File: src/design/swhp_pkg.sv
// Package for the spatial whitening Hermitian product block.
// Holds sizes, payload structs, the pair table and state encodings; no dependencies.
`timescale 1ns / 1ps
`default_nettype none
package swhp_pkg;

   localparam int CHAN_COUNT   = 4;
   localparam int PAIR_SLOTS   = 6;
   localparam int ITEM_COUNT   = PAIR_SLOTS + CHAN_COUNT;
   localparam int MAT_SIZE     = CHAN_COUNT * CHAN_COUNT;
   localparam int REAL_PAIRS   = CHAN_COUNT * (CHAN_COUNT - 1) / 2;
   localparam int CH_W         = $clog2(CHAN_COUNT);
   localparam int POS_W        = $clog2(ITEM_COUNT + 1);
   localparam int ADDR_W       = $clog2(MAT_SIZE);
   localparam int IDX_W        = $clog2(ITEM_COUNT);
   localparam int ACC_W        = 64;
   localparam int QUEUE_DEPTH  = 2;

   typedef struct packed {
      logic signed [31:0] target_re;
      logic signed [31:0] target_im;
      logic signed [31:0] interf_re;
      logic signed [31:0] interf_im;
      logic               last;
   } req_type;

   typedef struct packed {
      logic signed [31:0] out_re;
      logic signed [31:0] out_im;
      logic               is_diagonal;
      logic               out_last;
   } rsp_type;

   // One queued request between the loader and the compute engine.
   typedef struct packed {
      logic [POS_W-1:0]   pos;
      req_type            data;
   } cmd_type;

   typedef struct packed {
      logic            valid;
      logic [CH_W-1:0] ci;
      logic [CH_W-1:0] cj;
   } pair_type;

   typedef enum logic [2:0] {
      ST_IDLE,
      ST_WRITE2,
      ST_MAC,
      ST_OUT_A,
      ST_OUT_B,
      ST_OUT_C,
      ST_EMIT
   } eng_state_type;

   function automatic pair_type pair_lookup(input logic [POS_W-1:0] p);
      pair_type r;
      int k;
      r = '0;
      k = 0;
      for (int i = 0; i < CHAN_COUNT; i++) begin
         for (int j = i + 1; j < CHAN_COUNT; j++) begin
            if (k == int'(p)) begin
               r.valid = 1'b1;
               r.ci    = CH_W'(i);
               r.cj    = CH_W'(j);
            end
            k++;
         end
      end
      return r;
   endfunction

   function automatic logic signed [31:0] sat32(input logic signed [ACC_W-1:0] v);
      if (v > 64'sd2147483647) begin
         return 32'sh7fffffff;
      end else if (v < -64'sd2147483648) begin
         return 32'sh80000000;
      end else begin
         return v[31:0];
      end
   endfunction

endpackage
`default_nettype wire

File: src/design/swhp_loader.sv
// Front end: tracks the packed load position and queues tagged requests.
// Depends on swhp_pkg.
`timescale 1ns / 1ps
`default_nettype none
module swhp_loader import swhp_pkg::*; (
   input  wire logic    clock,
   input  wire logic    reset,
   input  wire logic    req_push,
   output logic         req_full,
   input  wire req_type req_data,
   output logic         cmd_valid,
   output cmd_type      cmd_data,
   input  wire logic    cmd_take
);

   cmd_type          q_ff [QUEUE_DEPTH];
   logic             wr_ptr_ff, wr_ptr_in;
   logic             rd_ptr_ff, rd_ptr_in;
   logic [1:0]       count_ff, count_in;
   logic [POS_W-1:0] pos_ff, pos_in;
   logic             push_ok;
   cmd_type          entry;

   assign req_full  = (count_ff == 2'(QUEUE_DEPTH));
   assign push_ok   = req_push && !req_full;
   assign cmd_valid = (count_ff != 2'd0);
   assign cmd_data  = q_ff[rd_ptr_ff];

   always_comb begin
      entry.pos  = pos_ff;
      entry.data = req_data;
      pos_in     = pos_ff;
      if (push_ok) begin
         // A request that ends the bin restarts the position.
         if (req_data.last) begin
            pos_in = '0;
         end else if (pos_ff < POS_W'(ITEM_COUNT)) begin
            pos_in = pos_ff + 1'b1;
         end
      end
      wr_ptr_in = wr_ptr_ff ^ push_ok;
      rd_ptr_in = rd_ptr_ff ^ (cmd_take && cmd_valid);
      count_in  = count_ff + 2'(push_ok) - 2'(cmd_take && cmd_valid);
   end

   always_ff @(posedge clock) begin
      if (reset) begin
         pos_ff    <= '0;
         wr_ptr_ff <= 1'b0;
         rd_ptr_ff <= 1'b0;
         count_ff  <= '0;
      end else begin
         pos_ff    <= pos_in;
         wr_ptr_ff <= wr_ptr_in;
         rd_ptr_ff <= rd_ptr_in;
         count_ff  <= count_in;
      end
   end

   always_ff @(posedge clock) begin
      if (push_ok) begin
         q_ff[wr_ptr_ff] <= entry;
      end
   end

endmodule
`default_nettype wire

File: config.mk
export PLATFORM = sky130hd
export DESIGN_NAME = swhp_loader
export DESIGN_NICKNAME = d
export VERILOG_FILES = /design/src/design/swhp_pkg.sv /design/src/design/swhp_loader.sv
export SDC_FILE = /design/constraint.sdc
export NUM_CORES = 1
export LEC_CHECK = 0
export BUFFER_PORTS_ARGS = -buffer_cell sky130_fd_sc_hd__clkbuf_2
export CORE_ASPECT_RATIO = 0.6
export CORE_MARGIN = 1
export CORE_UTILIZATION = 44
export DETAILED_ROUTE_END_ITERATION = 8
export PLACE_DENSITY = 0.75
export SETUP_SLACK_MARGIN = 0.3
export SLEW_MARGIN = 30
export SYNTH_ARGS = -nofsm -noshare
export SYNTH_HDL_FRONTEND = slang
export SYNTH_SLANG_ARGS = --single-unit
File: constraint.sdc
create_clock -name clock -period 6 [get_ports clock]
set_input_delay 1.5 -clock clock [delete_from_list [all_inputs] [get_ports clock]]
set_output_delay 1.5 -clock clock [all_outputs]
set_load 0.01 [all_outputs]
* Word level (Yosys, flattened, before mapping)
Memory sizes are Yosys's and may differ from the RTL's. A register that Yosys moved wholly into a read port is not among the register bits.
Index checks and enable logic that the tools add are counted.
Widths: inputs -> output; s select.
** Storage, ports and cells
- Memories kept :: 1
- Input bits :: 133
- Word-level logic and storage cells :: 23
- Output and inout bits :: 135
- Register bits after elaboration :: 8
- Memory bits (writable) :: 266
** Memories
- q_ff :: depth 2, width 133, rd ports 1, clocked after Yosys merged registers in 1, write ports 1, line swhp_loader.sv:16 : cmd_type q_ff [QUEUE_DEPTH];
** Cells by class
- Mux-type cells :: 5
- Equal/unequal tests :: 1
- Bitwise logic cells :: 2
- Reduce and logical (&&, ||, !) cells :: 6
- Order comparisons :: 1
- Add/sub/neg operators :: 3
** Operators with widths (number)
- $mux 4 :: 2
- $add 4x1->4 const B :: 1
- $lt 4x4->1 const B :: 1
- $reduce_bool 2->1 :: 2
- $mux 1 :: 3
- $add 2x1->2 :: 1
- $eq 2x2->1 const B :: 1
- $logic_and 1x1->1 :: 2
- $reduce_and 2->1 :: 1
- $sub 2x1->2 :: 1
- $xor 1x1->1 :: 2
- $logic_not 1->1 :: 1

* Depth between registers and ports, before layout
Gate-level depths: netlist of run 1.
- Word-level depth :: 5
- Gate-level depth with buffers :: 8
- Depth with buffers taken out :: 8

* Least setup slack after synthesis of run 1
OpenSTA, ideal clock, no wires.
- Path kind :: input to register
- Start point :: in req_push
- End point :: mem q_ff[1][0] in the netlist's numbering (enable)
- Data required time :: 5.491 ns
- Slack :: 0.733 ns
- Setup time :: 0.509 ns
- Buffers on the path :: 0
- Stages on the path :: 3
- Data arrival time :: 4.758 ns
- Cell sequence :: nand2_1 -> inv_1 -> ha_1
** On the way
- Cells in the longest elaborated chain, start to end :: 3
** RTL lines
- start, declared :: line swhp_loader.sv:8 : input wire logic req_push,
- $logic_and 1x1->1 :: line swhp_loader.sv:25 : assign push_ok = req_push && !req_full;
- $mux 1 :: line swhp_loader.sv:61 : if (push_ok) begin
- $mux 1 (implied by the code) :: line swhp_loader.sv:62 : q_ff[wr_ptr_ff] <= entry;
- end, declared :: line swhp_loader.sv:16
Every way passes these cells.

==> reports/results.txt, run 1 <==
Setup crit start kind = register
Internal = 4070 µW
Final Skew = 0.00411 ns
Pwr dens = 443 nW/µm²
Flop-to-flop setup slack = 3.53 ns
Drt total wl = 18,700 µm
Cell depth of the worst hold path = 0
Lkg Pwr = 0.00477 µW
Slew Limit Fails = 0
Critical-path top delay cell = dfxtp_4
Area of the multi-input gates = 1800 µm²
HP Class = register to register
Number of global-route vias before repair = 5,089
GRT Util Overall = 0.156
Combinational share of power = 0.250
Area post-placement = 11,800 µm²
Worst R2R End = q_ff[0][90]
Final period utilization = 0.661
Drt pass-1 iters = 4
Required @ worst endpoint = 4.50 ns
# H-tree levels = 1
Initial core utilization = 0.453
Drc violations = 0
Synth Cell Area = 10,100 µm²
GRT overflow = 0
Hold Startpoint = pos_ff[3]
Setup Fix Bufs, Post-CTS = 0
Syn Inst Count = 461
Switch share = 0.271
Critical Path Max Stage Delay = 0.91 ns
Worst Path Max Fanout = 70
Clk slew on worst S/H paths = 0.06 ns
R2r worst-path depth = 5
Die X = 197 µm
Wire per inst = 17.5 µm
Synthesized flop and latch total = 274
Syn Area/Cell = 21.9 µm²
DIE HEIGHT = 119 µm
Reg area = 8150 µm²
Yosys cell types = 30
Worst skew pair latency = 0.51 ns
Clock Path Buffers = 3
Synth-to-Final Area Change = 25.1%
Max Freq = 252 MHz
Antenna-violating nets left = 0
Yosys warning count = 0
Sequential share of power = 0.469
First-pass GRT wire length = 27,700 µm
HPWL Detailed = 12,600 µm
Max-cap violations = 0
Vias = 5,103
Register area share after synthesis = 0.809
Cell family with most CP delay = flip-flops
Endpoint class of the critical path = output pin
Setup Total Neg Slack = 0 ns
Routability congestion estimate from global placement = 0.732
Tightest Pin Transition = 0.906 ns
Net Sw Power = 1510 µW
PortBufs = 267
Crit Path Category = register to output pin
RSZ-0062 raised after global routing = false
Hold Crit Endpoint = q_ff[1][132]
Worst VDD drop = 0.235 mV
I/O pin cnt = 268
Slew headroom = 0.396
Critical Path AT = 2.47 ns
DR iter-0 viols = 198
Layout cells sized above 1 = 0.585
Post-layout nets = 883
Outcome = completed
Worst-path cell chain = buf_12 -> mux2_2 -> clkbuf_2
Design area = 12,600 µm²
CTS sink count = 274
Fin. Hold Viols = 0
Minimum clock period = 3.97 ns
CTS Buf Count = 25
WP buf/inv = 2
Row count = 42
Initial antenna violation count = 3
CTS resizes = 0
Reg2Reg Launch Point = count_ff[0]
CTS tree = yes
Core footprint = 22,200 µm²
Die ar. = 23,500 µm²
Mapped Nets = 599
CTS hold repair buffers = 0
Final setup violation count = 0
Via density = 4.76
Fillers = 1,711
Pin count of the biggest net entering global routing = 84
Clk network pwr share = 0.281
Root Driver = clkbuf_16
## state kept, by name, indices dropped and copies added, names as in the netlist
| register | flops |
|---|---|
| pos_ff | 4 |
| rd_ptr_ff | 1 |
| count_ff | 2 |
| wr_ptr_ff | 1 |
| q_ff | 266 |
## worst max-delay path by stage
stage                          to  slack, ns  depth (start not counted)       from
finish               cmd_data[95]       2.03                          3  rd_ptr_ff
global route        cmd_data[102]       1.88                          3  rd_ptr_ff
CTS                 cmd_data[111]       1.95                          3  rd_ptr_ff
detailed placement    q_ff[0][83]       2.50                          5   req_push
global placement      q_ff[1][71]       2.44                          5   req_push
floorplan              q_ff[1][0]       0.73                          3   req_push
## routing by layer
metal,global-route usage,wire [µm]
met5,0,13
met4,0.0296,223
met3,0.0810,2280
met2,0.226,7930
met1,0.209,8280
## final cells by class
cell class / count / share of cell area
sequential: 274 / 0.647
multi-input combinational: 165 / 0.143
timing repair buffer: 273 / 0.113
clock buffer: 26 / 0.0499
tap: 308 / 0.0306
clock inverter: 19 / 0.0149
inverter: 6 / 0.00179
antenna: 1 / 0.000198
## cells in the mapped netlist
master    instances  area, µm²
nor2_1            4       15.0
mux2i_1           1       10.0
buf_6             8       90.1
nor4b_1           1       8.76
xnor2_1           1       8.76
or2_2             1       6.26
and2_1            1       6.26
a221oi_1          1       8.76
o21a_1            1       7.51
inv_1             6       22.5
o311a_4           1       21.3
xor2_1            1       8.76
ha_1              5       62.6
and3_1            1       6.26
buf_2             7       35.0
dfxtp_1           8        160
nand2b_1          1       6.26
mux2_1            5       56.3
nand3_1           1       5.00
mux2_4            6       90.1
o211ai_1          1       7.51
edfxtp_1        266       7990
a32o_1            1       10.0
nor2b_1           2       12.5
clkbuf_1          1       3.75
nand3b_1          1       7.51
and2b_2           1       8.76
mux2_2          123       1390
nor3_1            2       10.0
nand2_1           2       7.51
## stage by stage
| stage | total power [µW] | instances | util | hold WS, ns | setup slack [ns] |
|---|---|---|---|---|---|
| detailed placement | 4070 | 1026 | 0.530 | 0.484 | 2.50 |
| global placement | 4050 | 1025 | 0.529 | 0.478 | 2.44 |
| finish | 5580 | 1072 | 0.567 | 0.499 | 2.03 |
| global route | 5840 | 1071 | 0.567 | 0.517 | 1.88 |
| floorplan | 3550 | 461 | - | 0.440 | 0.733 |
| CTS | 5670 | 1071 | 0.567 | 0.499 | 1.95 |
## kinds of logic after synthesis
family | after synthesis | synth area share
flip-flops | 274 | 0.809
adder cells (fa/ha/maj) | 5 | 0.00621
multiplexers | 135 | 0.153
AND/OR/NAND/NOR | 18 | 0.00994
AO/OA/AOI/OAI | 5 | 0.00546
buffers and inverters | 22 | 0.0150
XOR/XNOR | 2 | 0.00174
## worst reg2reg max path, delay by kind of cell, from the launching register on
kind                       cells  cell delay (ns)
adders and majority gates      1             0.67
buffers and inverters          2             0.64
DFF                            1             0.36
and+or+nand+nor                2             0.35
## power groups by stage
stage	Sequential [µW]	Combinational, µW	Clock (µW)
finish	2620	1400	1570
floorplan	2620	937	0
global route	2650	1500	1680
detailed placement	2660	1410	0
CTS	2620	1420	1620
global placement	2650	1400	0
## layout by cell type, fill, tap and decap left out, drive strengths merged
master,instances
xor2,1
o21a,1
nand3,1
edfxtp,266
and2b,1
ha,5
o211ai,1
nor2b,2
xnor2,1
o311a,1
clkbuf,293
inv,6
nor4b,1
nand2b,1
bufinv,4
a221oi,1
mux2i,1
diode,1
buf,6
mux2,134
and3,1
nand2,2
or2,1
nor3,2
and2,1
dfxtp,8
a32o,1
nand3b,1
clkinv,15
nor2,4
Note: power is estimated with default switching activity, not from simulation.
==> inputs of run 2 (changes only) <==
--- a/config.mk
+++ b/config.mk
@@ -5,12 +5,13 @@
 export SDC_FILE = /design/constraint.sdc
 export NUM_CORES = 1
 export LEC_CHECK = 0
+export ABC_AREA = 1
 export BUFFER_PORTS_ARGS = -buffer_cell sky130_fd_sc_hd__clkbuf_2
 export CORE_ASPECT_RATIO = 0.6
 export CORE_MARGIN = 1
 export CORE_UTILIZATION = 44
 export DETAILED_ROUTE_END_ITERATION = 8
-export PLACE_DENSITY = 0.75
+export PLACE_DENSITY = 0.77
 export SETUP_SLACK_MARGIN = 0.3
 export SLEW_MARGIN = 30
 export SYNTH_ARGS = -nofsm -noshare
==> constraint.sdc (replaced) <==
create_clock -name clock -period 3.3 [get_ports clock]
set_input_delay 0.825 -clock clock [delete_from_list [all_inputs] [get_ports clock]]
set_output_delay 0.825 -clock clock [all_outputs]
set_load 0.01 [all_outputs]
==> reports/results.txt, run 2 <==
Outcome = completed
DIE HEIGHT = 120 µm (+0.31%)
Switch share = 0.305 (+0.0342)
Drt pass-1 iters = 6 (+2)
GRT overflow = 0 (unchanged)
Tightest Pin Transition = 0.604 ns (-0.302 ns)
Drt total wl = 20,700 µm (+10%)
Fin. Hold Viols = 0 (unchanged)
Setup crit start kind = register
Clock Path Buffers = 3 (unchanged)
Top cell type's share of synthesized area = 0.788 (-0.00489)
Initial core utilization = 0.454 (+0.000668)
DR iter-0 viols = 385 (+94%)
Worst R2R End = q_ff[0][72]
CP endpoint = cmd_data[21]
Worst Path Max Fanout = 69 (-1.4%)
Synth Cell Area = 10,100 µm² (+0.62%)
First-pass GRT wire length = 31,100 µm (+12%)
Initial antenna violation count = 2 (-1)
Setup Fix Bufs, Post-CTS = 0 (unchanged)
Internal = 6990 µW (+72%)
CTS resizes = 0 (unchanged)
Wire per inst = 15.2 µm (-13%)
Final Skew = 0.00536 ns (+0.00125 ns)
CTS tree = yes
# H-tree levels = 1 (unchanged)
Routability congestion estimate from global placement = 0.790 (+8.0%)
Pwr dens = 790 nW/µm² (+78%)
Slew Limit Fails = 0 (unchanged)
Minimum clock period = 2.72 ns
CTS hold repair buffers = 0 (unchanged)
HP Class = input pin to register
Most numerous cell in the Yosys netlist = nand2_1
Commonest non-fill, non-tap cells in the layout = nand2_1, clkbuf_2, edfxtp_1, clkbuf_16, buf_12
Net Sw Power = 3070 µW (+100%)
Number of global-route vias before repair = 6,038 (+19%)
Design area = 12,700 µm² (+0.98%)
Final setup violation count = 0 (unchanged)
Worst setup startpoint = rd_ptr_ff
Slew headroom = 0.597 (+0.201)
Power, Total = 10,100 µW (+80%)
Max reg flops = 266 (unchanged)
Top reg by flops = q_ff
GRT Util Overall = 0.171 (+0.0152)
Post-layout nets = 1,175 (+33%)
Pin count of the biggest net entering global routing = 136 (+62%)
Synthesized flop and latch total = 274 (unchanged)
Reg2Reg Launch Point = count_ff[0]
Via density = 4.64 (-2.6%)
Yosys cell types = 22 (-27%)
Row count = 42 (unchanged)
CTS Buf Count = 25 (unchanged)
PortBufs = 267 (unchanged)
Critical Path AT = 1.89 ns (-0.58 ns)
Cells after DPL = 1,318 (+28%)
Drc violations = 0 (unchanged)
Vias = 6,316 (+24%)
Clk network pwr share = 0.272 (-0.009)
Required @ worst endpoint = 2.47 ns (-2.03 ns)
Antenna cells = 0 (-1)
Max Freq = 368 MHz
Most common library cells after synthesis = nand2_1, edfxtp_1, buf_4, buf_2, inv_1
Synth-to-Final Area Change = 25.6%
RSZ-0062 raised after global routing = false
Worst skew pair latency = 0.51 ns (about the same)
Endpoint class of the critical path = output pin
Final period utilization = 0.823
Mapped Nets = 895 (+49%)
Die ar. = 23,700 µm² (+0.61%)
Core footprint = 22,300 µm² (+0.47%)
Most common library cell in the layout ignoring fill and taps = nand2_1
CTS sink count = 274 (unchanged)
Number of synthesized flops with an enable pin = 266 (unchanged)
Post-synth top area cell = edfxtp_1
Setup Total Neg Slack = 0 ns (unchanged)
HPWL Detailed = 13,700 µm (+9.0%)
Final non-filler cell total = 1,362 (+27%)
Root Driver = clkbuf_16
R2r worst-path depth = 6 (+1)
Top flop regs = q_ff (266), pos_ff (4), count_ff (2)
Synth top area cells = edfxtp_1, nand2_1, dfxtp_1, buf_4, buf_2
Crit Path Category = register to output pin
Asr flop ratio synth = 0 (unchanged)
Lkg Pwr = 0.00546 µW (+15%)
Syn Area/Cell = 13.4 µm² (-39%)
Syn Inst Count = 757 (+64%)
Yosys warning count = 0 (unchanged)
Register area share after synthesis = 0.804 (-0.00499)
Area post-placement = 12,000 µm² (+1.5%)
Layout cells sized above 1 = 0.313 (-0.271)
Antenna-violating nets left = 0 (unchanged)
Max-cap violations = 0 (unchanged)
Top FF cell, synth = edfxtp_1
Sequential share of power = 0.462 (-0.007)
Clk slew on worst S/H paths = 0.06 ns (about the same)
Worst VDD drop = 0.426 mV (+81%)
Die X = 198 µm (+0.31%)
I/O pin cnt = 268 (unchanged)
Flop-to-flop setup slack = 1.36 ns (-2.17 ns)
Combinational share of power = 0.266 (+0.016)
[run 2: cell count changes after synthesis, sizes merged, moves of 4 or more]
cell   previous run  this run
mux2            134         0
inv               6        12
a21oi             0         4
buf              15        28
nor2              4         9
nand2             2       414
[run 2: per-stage QoR]
step	worst slack, ns	utilization	hold WS (ns)
2_1_floorplan	0.127	-	0.492
3_3_place_gp	0.948	0.536	0.528
3_5_place_dp	0.929	0.536	0.537
4_1_cts	0.566	0.570	0.472
5_1_grt	0.472	0.570	0.469
6_report	0.584	0.570	0.502
[run 2: cells by family (layout without fill, tap and decap cells)]
logic type      count (synthesis)  count (layout)  share of synthesized area
compound gates                  5               5                    0.00346
xor+xnor                        2               2                    0.00173
fa+ha+maj                       5               5                    0.00617
buf+inv                        42             339                     0.0231
flops                         274             274                      0.804
simple gates                  429             429                      0.162
[run 2: area by class of cell]
class                   instances  area [µm²]
clock buffers                  28         637
clock inverters                16         134
fillers                      1790        9600
inverters                      12        47.5
multi-input cells             441        1780
flip-flops and latches        274        8150
well taps                     308         385
repair buffers                283        1590
[run 2: critical path, stage by stage (launching register included)]
cell and delay, ns:
dfxtp_4 0.36, inv_4 0.25, buf_12 0.30, nand2_1 0.16
nand2_1 0.10, clkbuf_2 0.13
[run 2: routing by layer]
metal	wire [µm]	GRT usage	vias to the layer above
li1	-	-	3110
met1	8870	0.222	2951
met2	9240	0.267	228
met3	2250	0.0748	25
met4	274	0.0339	2
met5	17	0	-
[run 2: how the worst min path moves through the flow]
| stage | startpoint | end | slack (ns) | cells past startpoint |
|---|---|---|---|---|
| floorplan | pos_ff[3] | q_ff[0][132] | 0.49 | 0 |
| global placement | pos_ff[3] | q_ff[1][132] | 0.53 | 0 |
| detailed placement | pos_ff[3] | q_ff[0][132] | 0.54 | 0 |
| CTS | req_data[22] | q_ff[0][22] | 0.47 | 1 |
| global route | req_data[22] | q_ff[1][22] | 0.47 | 1 |
| finish | req_data[125] | q_ff[0][125] | 0.50 | 1 |
[run 2: power by group through the flow]
stage | combinational (µW) | clock [µW] | sequential (µW)
3_3_place_gp | 2680 | 0 | 4700
4_1_cts | 2730 | 2810 | 4650
5_1_grt | 3000 | 2940 | 4700
3_5_place_dp | 2720 | 0 | 4730
2_1_floorplan | 1510 | 0 | 4720
6_report | 2670 | 2730 | 4650
